## config.mk

```make
export PLATFORM = sky130hd
export DESIGN_NAME = remote_ignition_arming_interlock
export DESIGN_NICKNAME = d
export VERILOG_FILES = /design/src/hw/rtl/rria_pkg.sv /design/src/hw/rtl/rria_cfg.sv /design/src/hw/rtl/rria_in_stage.sv /design/src/hw/rtl/rria_core.sv /design/src/hw/rtl/remote_ignition_arming_interlock.sv
export VERILOG_INCLUDE_DIRS = /design/src /design/src/hw/rtl
export SDC_FILE = /design/constraint.sdc
export NUM_CORES = 1
export LEC_CHECK = 0
export BUFFER_PORTS_ARGS = -buffer_cell sky130_fd_sc_hd__buf_2
export CAP_MARGIN = 20
export CELL_PAD_IN_SITES_DETAIL_PLACEMENT = 0
export CELL_PAD_IN_SITES_GLOBAL_PLACEMENT = 1
export CORE_MARGIN = 1
export CORE_UTILIZATION = 50
export DETAILED_ROUTE_END_ITERATION = 16
export GPL_TIMING_DRIVEN = 1
export PLACE_DENSITY = 0.92
export SKIP_LAST_GASP = 1
export SLEW_MARGIN = 20
export SYNTH_ARGS = -nofsm -noshare
export SYNTH_HDL_FRONTEND = slang
export SYNTH_SLANG_ARGS = --single-unit
```

## constraint.sdc

```tcl
create_clock -name i_clk -period 11.1 [get_ports i_clk]
set_input_delay 0.555 -clock i_clk [delete_from_list [all_inputs] [get_ports i_clk]]
set_output_delay 0.555 -clock i_clk [all_outputs]
set_load 0.01 [all_outputs]
```

## src/hw/rtl/remote_ignition_arming_interlock_assert.svh

```systemverilog
// Assertion macros for the arming interlock.
`ifndef REMOTE_IGNITION_ARMING_INTERLOCK_ASSERT_SVH
`define REMOTE_IGNITION_ARMING_INTERLOCK_ASSERT_SVH

`ifndef NO_ASSERTIONS
`define RRIA_ASSERT_IMPLIES(label, clk, rst_n, a, b) \
    label: assert property (@(posedge clk) disable iff (!(rst_n)) (a) |-> (b)) \
        else $error("interlock check failed");
`define RRIA_ASSERT_NEXT(label, clk, rst_n, a, b) \
    label: assert property (@(posedge clk) disable iff (!(rst_n)) (a) |=> (b)) \
        else $error("interlock check failed");
`else
`define RRIA_ASSERT_IMPLIES(label, clk, rst_n, a, b)
`define RRIA_ASSERT_NEXT(label, clk, rst_n, a, b)
`endif

`endif

```

## src/hw/rtl/rria_pkg.sv

```systemverilog
package rria_pkg;

    typedef logic [1:0] t_cmd;
    localparam t_cmd CMD_TICK = 2'd0;
    localparam t_cmd CMD_MSG  = 2'd1;
    localparam t_cmd CMD_HB   = 2'd2;

    typedef logic [2:0] t_kind;
    localparam t_kind MSG_CONT_OK    = 3'd1;
    localparam t_kind MSG_CONT_FAULT = 3'd2;
    localparam t_kind MSG_IGN_OK     = 3'd3;
    localparam t_kind MSG_IGN_FAIL   = 3'd4;

    typedef logic [1:0] t_led;
    localparam t_led LED_OFF    = 2'd0;
    localparam t_led LED_GREEN  = 2'd1;
    localparam t_led LED_RED    = 2'd2;
    localparam t_led LED_YELLOW = 2'd3;

    typedef logic [1:0] t_cfg_idx;
    localparam t_cfg_idx CFG_DEBOUNCE = 2'd0;
    localparam t_cfg_idx CFG_ARM_HOLD = 2'd1;
    localparam t_cfg_idx CFG_LINK_DLY = 2'd2;

    localparam logic [7:0]  DEBOUNCE_RST = 8'd10;
    localparam logic [15:0] ARM_HOLD_RST = 16'd1000;
    localparam logic [15:0] LINK_DLY_RST = 16'd500;

    localparam int CNT_W = 17;
    localparam logic [CNT_W-1:0] SINCE_MAX = {CNT_W{1'b1}};

    typedef struct packed {
        logic [7:0]  debounce_ticks;
        logic [15:0] arm_hold_ticks;
        logic [15:0] link_led_delay;
    } t_cfg;

    typedef struct packed {
        t_cmd  command;
        logic  arm_pressed;
        logic  ignite_pressed;
        t_kind message_kind;
    } t_item;

    typedef struct packed {
        logic hb_request;
        logic fire_request;
        logic buzzer_on;
        logic link_led;
        t_led ignite_led;
        t_led continuity_led;
    } t_result;

endpackage

```

## src/hw/rtl/rria_cfg.sv

```systemverilog
module rria_cfg
    import rria_pkg::*;
(
    input  logic        i_clk,
    input  logic        i_rst_n,
    input  logic        i_we,
    input  t_cfg_idx    i_idx,
    input  logic [15:0] i_data,
    output t_cfg        o_cfg
);

    t_cfg r_cfg;

    always_ff @(posedge i_clk) begin
        if (!i_rst_n) begin
            r_cfg.debounce_ticks <= DEBOUNCE_RST;
            r_cfg.arm_hold_ticks <= ARM_HOLD_RST;
            r_cfg.link_led_delay <= LINK_DLY_RST;
        end else if (i_we) begin
            case (i_idx)
                CFG_DEBOUNCE: r_cfg.debounce_ticks <= i_data[7:0];
                CFG_ARM_HOLD: r_cfg.arm_hold_ticks <= i_data;
                CFG_LINK_DLY: r_cfg.link_led_delay <= i_data;
                default: ;
            endcase
        end
    end

    assign o_cfg = r_cfg;

endmodule

```

## src/hw/rtl/rria_in_stage.sv

```systemverilog
module rria_in_stage
    import rria_pkg::*;
(
    input  logic  i_clk,
    input  logic  i_rst_n,
    input  logic  i_valid,
    output logic  o_ready,
    input  t_item i_item,
    output logic  o_valid,
    input  logic  i_ready,
    output t_item o_item
);

    logic  r_valid;
    t_item r_item;

    assign o_ready = !r_valid || i_ready;

    always_ff @(posedge i_clk) begin
        if (!i_rst_n) begin
            r_valid <= 1'b0;
        end else if (o_ready) begin
            r_valid <= i_valid;
        end
    end

    always_ff @(posedge i_clk) begin
        if (o_ready && i_valid) begin
            r_item <= i_item;
        end
    end

    assign o_valid = r_valid;
    assign o_item  = r_item;

endmodule

```

## src/hw/rtl/rria_core.sv

```systemverilog
module rria_core
    import rria_pkg::*;
(
    input  logic    i_clk,
    input  logic    i_rst_n,
    input  t_cfg    i_cfg,
    input  logic    i_valid,
    output logic    o_ready,
    input  t_item   i_item,
    output logic    o_valid,
    input  logic    i_ready,
    output t_result o_result
);

    logic [7:0]       r_arm_sl,   n_arm_sl;
    logic [7:0]       r_ign_sl,   n_ign_sl;
    logic [CNT_W-1:0] r_held,     n_held;
    logic             r_arm_seen, n_arm_seen;
    logic             r_must_rel, n_must_rel;
    logic             r_reply,    n_reply;
    logic             r_link_up,  n_link_up;
    logic [CNT_W-1:0] r_since,    n_since;
    t_led             r_cont,     n_cont;
    t_led             r_ign,      n_ign;
    logic             r_link_led, n_link_led;
    logic             r_buzz,     n_buzz;
    logic             n_fire;
    logic             n_hb;

    logic             r_out_valid;
    t_result          r_result;
    logic             w_step;
    logic [CNT_W-1:0] w_hold;
    logic [CNT_W-1:0] w_delay;

    assign o_ready = !r_out_valid || i_ready;
    assign w_step  = i_valid && o_ready;
    assign w_hold  = {1'b0, i_cfg.arm_hold_ticks};
    assign w_delay = {1'b0, i_cfg.link_led_delay};

    always_comb begin
        n_arm_sl   = r_arm_sl;
        n_ign_sl   = r_ign_sl;
        n_held     = r_held;
        n_arm_seen = r_arm_seen;
        n_must_rel = r_must_rel;
        n_reply    = r_reply;
        n_link_up  = r_link_up;
        n_since    = r_since;
        n_cont     = r_cont;
        n_ign      = r_ign;
        n_link_led = r_link_led;
        n_buzz     = r_buzz;
        n_fire     = 1'b0;
        n_hb       = 1'b0;
        case (i_item.command)
            CMD_TICK: begin
                if (i_item.arm_pressed) n_arm_sl = i_cfg.debounce_ticks;
                if (n_arm_sl != 8'd0 && n_held <= w_hold) n_held = n_held + 1'b1;
                if (n_arm_sl != 8'd0) n_arm_sl = n_arm_sl - 1'b1;
                else n_held = '0;

                if (i_item.ignite_pressed) n_ign_sl = i_cfg.debounce_ticks;
                if (n_ign_sl != 8'd0) n_ign_sl = n_ign_sl - 1'b1;

                if (r_since > w_delay && r_reply) n_link_led = 1'b1;

                if (n_arm_sl != 8'd0) begin
                    n_arm_seen = 1'b1;
                    if (!r_must_rel && n_held == CNT_W'(1)) n_ign = LED_OFF;
                    if (r_link_up) begin
                        if (!r_must_rel) n_buzz = 1'b1;
                        if (n_held == w_hold) n_ign = LED_YELLOW;
                        if (n_ign_sl != 8'd0 && !r_must_rel && n_held > w_hold) begin
                            n_ign      = LED_YELLOW;
                            n_fire     = 1'b1;
                            n_must_rel = 1'b1;
                        end
                    end
                end else if (r_arm_seen) begin
                    if (!r_must_rel) n_ign = LED_OFF;
                    if (n_ign_sl == 8'd0) n_must_rel = 1'b0;
                    n_arm_seen = 1'b0;
                end

                if (r_since != SINCE_MAX) n_since = r_since + 1'b1;
            end
            CMD_MSG: begin
                case (i_item.message_kind)
                    MSG_CONT_OK: begin
                        n_cont    = LED_GREEN;
                        n_reply   = 1'b1;
                        n_link_up = 1'b1;
                    end
                    MSG_CONT_FAULT: begin
                        n_cont    = LED_RED;
                        n_reply   = 1'b1;
                        n_link_up = 1'b1;
                    end
                    MSG_IGN_OK:   n_ign = LED_GREEN;
                    MSG_IGN_FAIL: n_ign = LED_RED;
                    default: ;
                endcase
            end
            CMD_HB: begin
                if (!r_reply) begin
                    n_cont    = LED_YELLOW;
                    n_link_up = 1'b0;
                end
                n_reply    = 1'b0;
                n_link_led = 1'b0;
                n_since    = '0;
                n_hb       = 1'b1;
            end
            default: ;
        endcase
    end

    always_ff @(posedge i_clk) begin
        if (!i_rst_n) begin
            r_arm_sl    <= '0;
            r_ign_sl    <= '0;
            r_held      <= '0;
            r_arm_seen  <= 1'b0;
            r_must_rel  <= 1'b0;
            r_reply     <= 1'b0;
            r_link_up   <= 1'b0;
            r_since     <= '0;
            r_cont      <= LED_YELLOW;
            r_ign       <= LED_OFF;
            r_link_led  <= 1'b0;
            r_buzz      <= 1'b0;
            r_out_valid <= 1'b0;
        end else begin
            if (o_ready) r_out_valid <= i_valid;
            if (w_step) begin
                r_arm_sl   <= n_arm_sl;
                r_ign_sl   <= n_ign_sl;
                r_held     <= n_held;
                r_arm_seen <= n_arm_seen;
                r_must_rel <= n_must_rel;
                r_reply    <= n_reply;
                r_link_up  <= n_link_up;
                r_since    <= n_since;
                r_cont     <= n_cont;
                r_ign      <= n_ign;
                r_link_led <= n_link_led;
                r_buzz     <= n_buzz;
            end
        end
    end

    always_ff @(posedge i_clk) begin
        if (w_step) begin
            r_result.continuity_led <= n_cont;
            r_result.ignite_led     <= n_ign;
            r_result.link_led       <= n_link_led;
            r_result.buzzer_on      <= n_buzz;
            r_result.fire_request   <= n_fire;
            r_result.hb_request     <= n_hb;
        end
    end

    assign o_valid  = r_out_valid;
    assign o_result = r_result;

endmodule

```

## src/hw/rtl/remote_ignition_arming_interlock.sv

```systemverilog
// Arming and firing interlock of a remote igniter.
// Slave stream: one beat per event. tuser holds the command (tick, message
// received, heartbeat period); tdata holds the arm and ignite button levels
// and the classified message kind. Master stream: one result beat per input
// beat with the LED levels, the buzzer level and the fire and heartbeat
// request pulses.
// An accepted input beat passes the input register, then the state update and
// result register in one pass. Throughput is one beat per cycle while the
// master takes each result; the state registers feed back through the
// combinational update.
// Config writes (debounce, arm hold, link LED delay) take effect at once and
// are expected only while no beat is in flight.
// Reset (synchronous, active low) empties both stages, restores the register
// defaults and sets the continuity LED to yellow with all else off.
// A stalled master holds the result beat; the input register takes one more
// beat only if it is empty, then tready stays low until the result is taken.
`include "remote_ignition_arming_interlock_assert.svh"

module remote_ignition_arming_interlock
    import rria_pkg::*;
(
    input  logic        i_clk,
    input  logic        i_rst_n,
    input  logic        i_cfg_we,
    input  logic [1:0]  i_cfg_idx,
    input  logic [15:0] i_cfg_data,
    input  logic        i_s_tvalid,
    output logic        o_s_tready,
    // [0] arm_pressed, [1] ignite_pressed, [4:2] message_kind, [7:5] zero
    input  logic [7:0]  i_s_tdata,
    // [1:0] command
    input  logic [1:0]  i_s_tuser,
    output logic        o_m_tvalid,
    input  logic        i_m_tready,
    // [1:0] continuity_led, [3:2] ignite_led, [4] link_led, [5] buzzer_on,
    // [6] fire_request, [7] heartbeat_request
    output logic [7:0]  o_m_tdata
);

    t_cfg    w_cfg;
    t_item   w_s_item;
    t_item   w_item;
    logic    w_item_valid;
    logic    w_core_ready;
    t_result w_result;

    assign w_s_item.command        = i_s_tuser;
    assign w_s_item.arm_pressed    = i_s_tdata[0];
    assign w_s_item.ignite_pressed = i_s_tdata[1];
    assign w_s_item.message_kind   = i_s_tdata[4:2];

    rria_cfg u_cfg (
        .i_clk   (i_clk),
        .i_rst_n (i_rst_n),
        .i_we    (i_cfg_we),
        .i_idx   (i_cfg_idx),
        .i_data  (i_cfg_data),
        .o_cfg   (w_cfg)
    );

    rria_in_stage u_in (
        .i_clk   (i_clk),
        .i_rst_n (i_rst_n),
        .i_valid (i_s_tvalid),
        .o_ready (o_s_tready),
        .i_item  (w_s_item),
        .o_valid (w_item_valid),
        .i_ready (w_core_ready),
        .o_item  (w_item)
    );

    rria_core u_core (
        .i_clk    (i_clk),
        .i_rst_n  (i_rst_n),
        .i_cfg    (w_cfg),
        .i_valid  (w_item_valid),
        .o_ready  (w_core_ready),
        .i_item   (w_item),
        .o_valid  (o_m_tvalid),
        .i_ready  (i_m_tready),
        .o_result (w_result)
    );

    assign o_m_tdata = w_result;

    `RRIA_ASSERT_NEXT(a_in_capture, i_clk, i_rst_n, i_s_tvalid && o_s_tready, w_item_valid)
    `RRIA_ASSERT_IMPLIES(a_fire_armed, i_clk, i_rst_n, o_m_tvalid && w_result.fire_request, w_result.ignite_led == LED_YELLOW && !w_result.hb_request)
    `RRIA_ASSERT_IMPLIES(a_hb_link_off, i_clk, i_rst_n, o_m_tvalid && w_result.hb_request, !w_result.link_led)

endmodule

```

======== Word-level counts from Yosys, hierarchy flattened ========
Cells that the tools add are included.
operators by class
  equality and inequality tests ........... 16
  add/sub/neg operators ................... 4
  reductions and logical operators ........ 33
  magnitude comparators ................... 3
  mux-type cells .......................... 43
operator list
  operator                                          number
  two-way mux 17 bit                                4
  two-way mux 8 bit                                 8
  adder 17 x 1 -> 17 bit, second input constant     2
  > comparator 17 x 16 -> 1 bit                     2
  case mux 17 bit (2 select lines)                  1
  nonzero test 8 bit                                4
  == test 17 x 1 -> 1 bit, second input constant    1
  == test 17 x 16 -> 1 bit                          1
  <= comparator 17 x 16 -> 1 bit                    1
  != test 17 bit, second input constant             1
  two-way mux 2 bit                                 8
  case mux 2 bit (2 select lines)                   4
  subtractor 8 x 1 -> 8 bit, second input constant  2
  two-way mux 1 bit                                 15
  AND reduction 3 bit                               3
  zero test 8 bit                                   1
  AND reduction 2 bit                               4
  nonzero test 2 bit                                4
  logical AND 1 bit                                 7
  == test 3 x 2 -> 1 bit, second input constant     2
  != test 2 bit, second input constant              3
  case mux 1 bit (2 select lines)                   3
  AND reduction 6 bit                               1
  == test 2 x 1 -> 1 bit, second input constant     2
  9 further kinds                                   15
storage, ports and cells
  flip-flop bits (word level) ............. 117
  output and inout bits ................... 10
  logic and storage cells ................. 126

======== Logic depth before layout (Yosys ltp) ========
  depth in word-level cells ............... 15
  depth in mapped cells ................... 22
  gate-level depth less buffers ........... 21

======== Hierarchy ========
From an unflattened synthesis, not the netlist that was laid out.
unflattened totals
  cell total of the unflattened synthesis .. 871
  area total of the unflattened synthesis .. 7354.6 µm²
modules (own cells, without submodules)
  module         area each (µm²)  times used  cells an instance
  rria_core      5470.2           1           697
  rria_cfg       1616.6           1           162
  rria_in_stage  267.8            1           12

======== Worst setup path before layout ========
OpenSTA, ideal clock, no wires.
  kind .................................... reg2reg
  start point ............................. reg u_in.r_item, in the netlist u_in.o_item[4]
  end point ............................... reg u_core.r_result, in the netlist u_core.o_result[3], data pin
  stages on the path, launching flop included .. 18
  path slack .............................. 6.484 ns
  arrival time ............................ 4.362 ns
  data required time ...................... 10.846 ns
  path buffers ............................ 4
  path through ............................ edfxtp_1 -> clkbuf_1 -> buf_2 -> mux2i_1 -> ha_1 -> o21a_1 -> buf_1 -> clkbuf_1 -> nor2_1 -> ha_1 -> or4_1 -> a21oi_1 -> nor2_1 -> a2111oi_0 -> a2111oi_2 -> o211ai_1 -> o311ai_0 -> a21o_1
on the way
  cells in the longest elaborated chain, start to end .. 15
  elaborated cells between the ends (all ways) .. 22
  classes of those cells .................. add/sub: 1; order compare: 1; eq/ne: 2; mux: 13; reduce/logical: 5
RTL lines
  what                                                                    line                 RTL
  start: declaration                                                      rria_in_stage.sv:15  t_item r_item;
  start signal: assignment                                                rria_in_stage.sv:29  r_item <= i_item;
  two-way mux 8 bit (*)                                                   rria_core.sv:58      if (i_item.arm_pressed) n_arm_sl = i_cfg.debounce_ticks;
  two-way mux 8 bit (*)                                                   rria_core.sv:56      case (i_item.command)
  branches (longest 11 deep; another with > comparator 17 x 16 -> 1 bit)  -
  two-way mux 2 bit (*)                                                   rria_core.sv:68      if (n_arm_sl != 8'd0) begin
  case mux 2 bit (2 select lines) (*)                                     rria_core.sv:56
  named net u_core.n_ign[1]                                               rria_core.sv:24      t_led r_ign, n_ign;
  end: declaration                                                        rria_core.sv:31      t_result r_result;
Mark *: on every way through the listed nets, which the timed path passes. The select of a mux whose other input is x is not followed.
A chain may end at the register's enable or synchronous reset.

======== Worst setup path after layout ========
  start point ............................. reg u_core.r_held[3]
  end point ............................... reg u_core.r_result, in the netlist u_core.o_result[3], data pin
on the way
  cells in the longest elaborated chain, start to end .. 13
  elaborated cells between the ends (all ways) .. 17
  classes of those cells .................. add/sub: 1; order compare: 2; eq/ne: 2; mux: 9; reduce/logical: 3
RTL lines
  what                                                                   line              RTL
  start: declaration                                                     rria_core.sv:17   logic [CNT_W-1:0] r_held, n_held;
  start signal: assignment                                               rria_core.sv:139  r_held <= n_held;
  <= comparator 17 x 16 -> 1 bit                                         rria_core.sv:59   if (n_arm_sl != 8'd0 && n_held <= w_hold) n_held = n_held + 1'b1;
  logical AND 1 bit                                                      rria_core.sv:59
  two-way mux 17 bit (*)                                                 rria_core.sv:59
  two-way mux 17 bit (*)                                                 rria_core.sv:60   if (n_arm_sl != 8'd0) n_arm_sl = n_arm_sl - 1'b1;
  two-way mux 17 bit (*)                                                 rria_core.sv:56
  branches (longest 5 deep; another with > comparator 17 x 16 -> 1 bit)  -
  two-way mux 2 bit (*)                                                  rria_core.sv:71   if (r_link_up) begin
  two-way mux 2 bit (*)                                                  rria_core.sv:68
  case mux 2 bit (2 select lines) (*)                                    rria_core.sv:56
  named net u_core.n_ign[1]                                              rria_core.sv:24
Marked as above.

==> metrics.md <==
| Metric | Value |
|---|---|
| Status | `finished clean` |
| Post-synth ARST share | `0` |
| CTS tree | `yes` |
| Setup TNS Final | `0 ps` |
| Top cells by area, synth | `dfxtp_1 28%, ha_1 10%, nand2_1 7.1%` |
| Maximum fanout along the worst path | `22` |
| Critical Path Sink | `u_core.o_result[3]` |
| GPL Wtd Cong | `about 0.9` |
| Clock Latency Late Sink | `~420 ps` |
| Antenna viol nets, final | `0` |
| Num ports | `between 40 and 50` |
| Highest-count cells in the layout ignoring fill and taps | `136 x nand2_1, 102 x dfxtp_1, 92 x a21oi_1` |
| CTS resizes | `0` |
| Remaining DRCs | `0` |
| Clk sinks | `117` |
| Starting Density | `0.515` |
| Reg2reg end | `u_core.o_result[3]` |
| CTS Buffer Depth | `2` |
| First-pass iteration count of the detailed router | `7` |
| Starting DRT DRC Count | `between 300 and 400` |
| Peak Freq | `around 0.18 GHz` |
| Final setup viols | `0` |
| Share of layout cells above drive strength 1 | `0.107` |
| Wire length of the first global-routing pass | `between 20,000 and 30,000 µm` |
| Total track usage | `0.250` |
| DIE WIDTH | `about 120 µm` |
| Worst path arrival time | `~5600 ps` |
| Die height | `between 100 and 150 µm` |
| Wire length per cell | `approximately 16 µm` |
| Final hold vios | `0` |
| IO Port Bufs | `39` |
| Setup Skew | `11.5 ps` |
| Pwr Density | `between 100 and 150 mW/mm²` |
| Reg2Reg Setup Slack | `roughly 5700 ps` |
| Via density | `roughly 5.7` |
| Unrepaired setup endpoints after global routing | `false` |
| RR Startpoint | `u_core.r_held[3]` |
| Lkg Pwr | `roughly 0.0032 µW` |
| Largest net degree at the start of global routing | `48` |
| Post-synth top area share | `0.285` |
| Worst vdd ir | `around 0.11 mV` |
| Hold Crit Class | `input pin to flop` |
| Number of enable flip-flop cells after synthesis | `15` |
| Mapped Area | `0.00718 mm²` |
| Element type at the critical path end | `flop` |
| Hold buffers post-CTS | `0` |
| Avg Cell Area, Syn | `between 8 and 9 µm²` |
| Register area share after synthesis | `0.347` |
| Crit path time final | `5410 ps` |
| WP data required | `11,260 ps` |
| CTS Root Cell | `clkbuf_16` |
| Clk pin slew, worst setup/hold paths | `about 50 ps` |
| Filler cells | `1,317` |
| Final net count | `roughly 1,000` |
| Fin crit share | `0.487` |
| Power Total | `1060 µW` |
| FP Rows | `43` |
| Top_reg_cell synth | `dfxtp_1` |
| CP Launch Type | `flop` |
| Initial antenna violation count | `0` |
| Via count | `between 6,000 and 7,000` |
| DRT Wirelength | `17,500 µm` |
| Final Max Slew Viols | `0` |
| Rel. slew slack | `0.383` |
| Antenna diode count | `0` |
| Cell taking the most area after synthesis | `dfxtp_1` |
| Worst Min Path Start | `i_s_tdata[1]` |
| Launch point of the worst path | `u_core.r_held[3]` |
| Number of global-route vias before repair | `approximately 5,800` |
| Core box area | `between 0.01 and 0.015 mm²` |
| Post-CTS Setup Inserts | `0` |
| Die ar. | `roughly 0.015 mm²` |
| Post-synth cell types | `75` |
| HPWL Detailed | `~13,000 µm` |
| Area Growth Syn to Fin | `11.9%` |
| Synthesized net count | `between 900 and 1,000` |
| Worst Reg-to-Reg Cells | `17` |
| Commonest non-fill, non-tap cell in the layout | `nand2_1` |
| MaxCap Viol Count | `0` |
| FF+latch count, synth | `roughly 120` |
| Inserted Clock Buffers | `17` |
| Critical path class | `flop to flop` |
| Actual slew at the worst max-slew pin | `922 ps` |
| GR Overflow Total | `0` |
| Htree depth | `4` |
| YS warnings | `0` |
| Cell count after synthesis | `between 800 and 900` |
-- Yosys cell counts (5+ instances only) --
cell      count
o21a_1       11
o211ai_1     14
nor2b_1      10
nor3b_1       7
o31ai_1       6
dfxtp_1     102
ha_1         58
and3_1        7
nand2b_1      9
mux2i_1      23
nor2_1       69
nand4_1      10
o21ai_0      24
xnor2_1      19
nor3_1       24
nand2_1     136
and4_1        8
a21o_1        5
a21oi_1      92
inv_1        46
o21ai_1       5
clkbuf_1     32
and2_1       10
edfxtp_1     15
nor4_1        8
or4_1        11
xor2_1       11
nand3_1      25
a211oi_1     10
-- layer usage --
| layer | wire length [µm] | global-route usage | vias to the layer above |
|---|---|---|---|
| met5 | 0 | 0 | - |
| met3 | 791 | 0.0520 | 27 |
| met2 | 7690 | 0.378 | 155 |
| met4 | 336 | 0.0864 | 0 |
| li1 | - | - | 3178 |
| met1 | 8710 | 0.352 | 2917 |
-- power by group --
| part | switching (µW) | internal (µW) | total [µW] |
|---|---|---|---|
| clock network | 190 | 313 | 503 |
| registers | 10.8 | 442 | 453 |
| logic | 65.0 | 40.3 | 105 |
-- kinds of logic after synthesis --
group	Yosys count	synth area share
and+or+nand+nor	353	0.243
AOI/OAI and AO/OA	203	0.182
DFF	117	0.347
buffers and inverters	87	0.0474
adders and majority gates	58	0.101
xor gates and xnor gates	30	0.0366
muxes	29	0.0431
-- sequential cells by signal, indices dropped and copies added (netlist names), 2 cells and up --
signal	count
u_core.r_arm_sl	8
u_core.r_cont	2
u_core.r_ign	2
u_core.r_held	17
u_in.o_item	7
u_core.o_result	8
u_cfg.o_cfg	40
u_core.r_ign_sl	8
u_core.r_since	17
-- layout make-up --
| class | instances | area (µm²) | share of cell area |
|---|---|---|---|
| clock buffer | 24 | 502 | 0.0625 |
| clock inverter | 7 | 46.3 | 0.00577 |
| inverter | 48 | 180 | 0.0224 |
| multi-input combinational | 673 | 4340 | 0.541 |
| sequential | 117 | 2490 | 0.310 |
| tap | 180 | 225 | 0.0281 |
| timing repair buffer | 45 | 240 | 0.0299 |
-- worst max-delay path: stages (launching register included) --
cell and delay (ps):
dfxtp_1 490, ha_1 320, and4_1 230, nor2b_1 150, o31ai_2 340, a31oi_2 440
or4_1 640, a21oi_2 260, ha_1 290, a21o_1 180, a21o_1 170, a21oi_1 170
nor2_1 50, a2111oi_0 580, a2111oi_2 150, o211ai_1 280, o311ai_0 220, a21o_1 200
-- how the worst min path moves through the flow --
stage                     endpoint  slack [ps]  cells past startpoint
finish              u_in.o_item[3]         310                      1
global placement     u_core.r_buzz         440                      2
floorplan            u_core.r_buzz         430                      2
CTS                 u_in.o_item[6]         300                      1
detailed placement  u_cfg.o_cfg[3]         450                      2
global route        u_in.o_item[3]         300                      1
-- stage by stage --
| step | instance area [µm²] | setup slack (ps) | hold WS (ps) | util | instances |
|---|---|---|---|---|---|
| finish | 8030 | 5690 | 312 | 0.576 | 1094 |
| detailed placement | 7480 | 5740 | 448 | 0.537 | 1063 |
| CTS | 8030 | 5730 | 298 | 0.576 | 1094 |
| floorplan | 7180 | 6480 | 431 | - | 877 |
| global route | 8030 | 5310 | 297 | 0.576 | 1094 |
| global placement | 7480 | 5810 | 440 | 0.537 | 1063 |
Note: power is estimated with default switching activity, not from simulation.
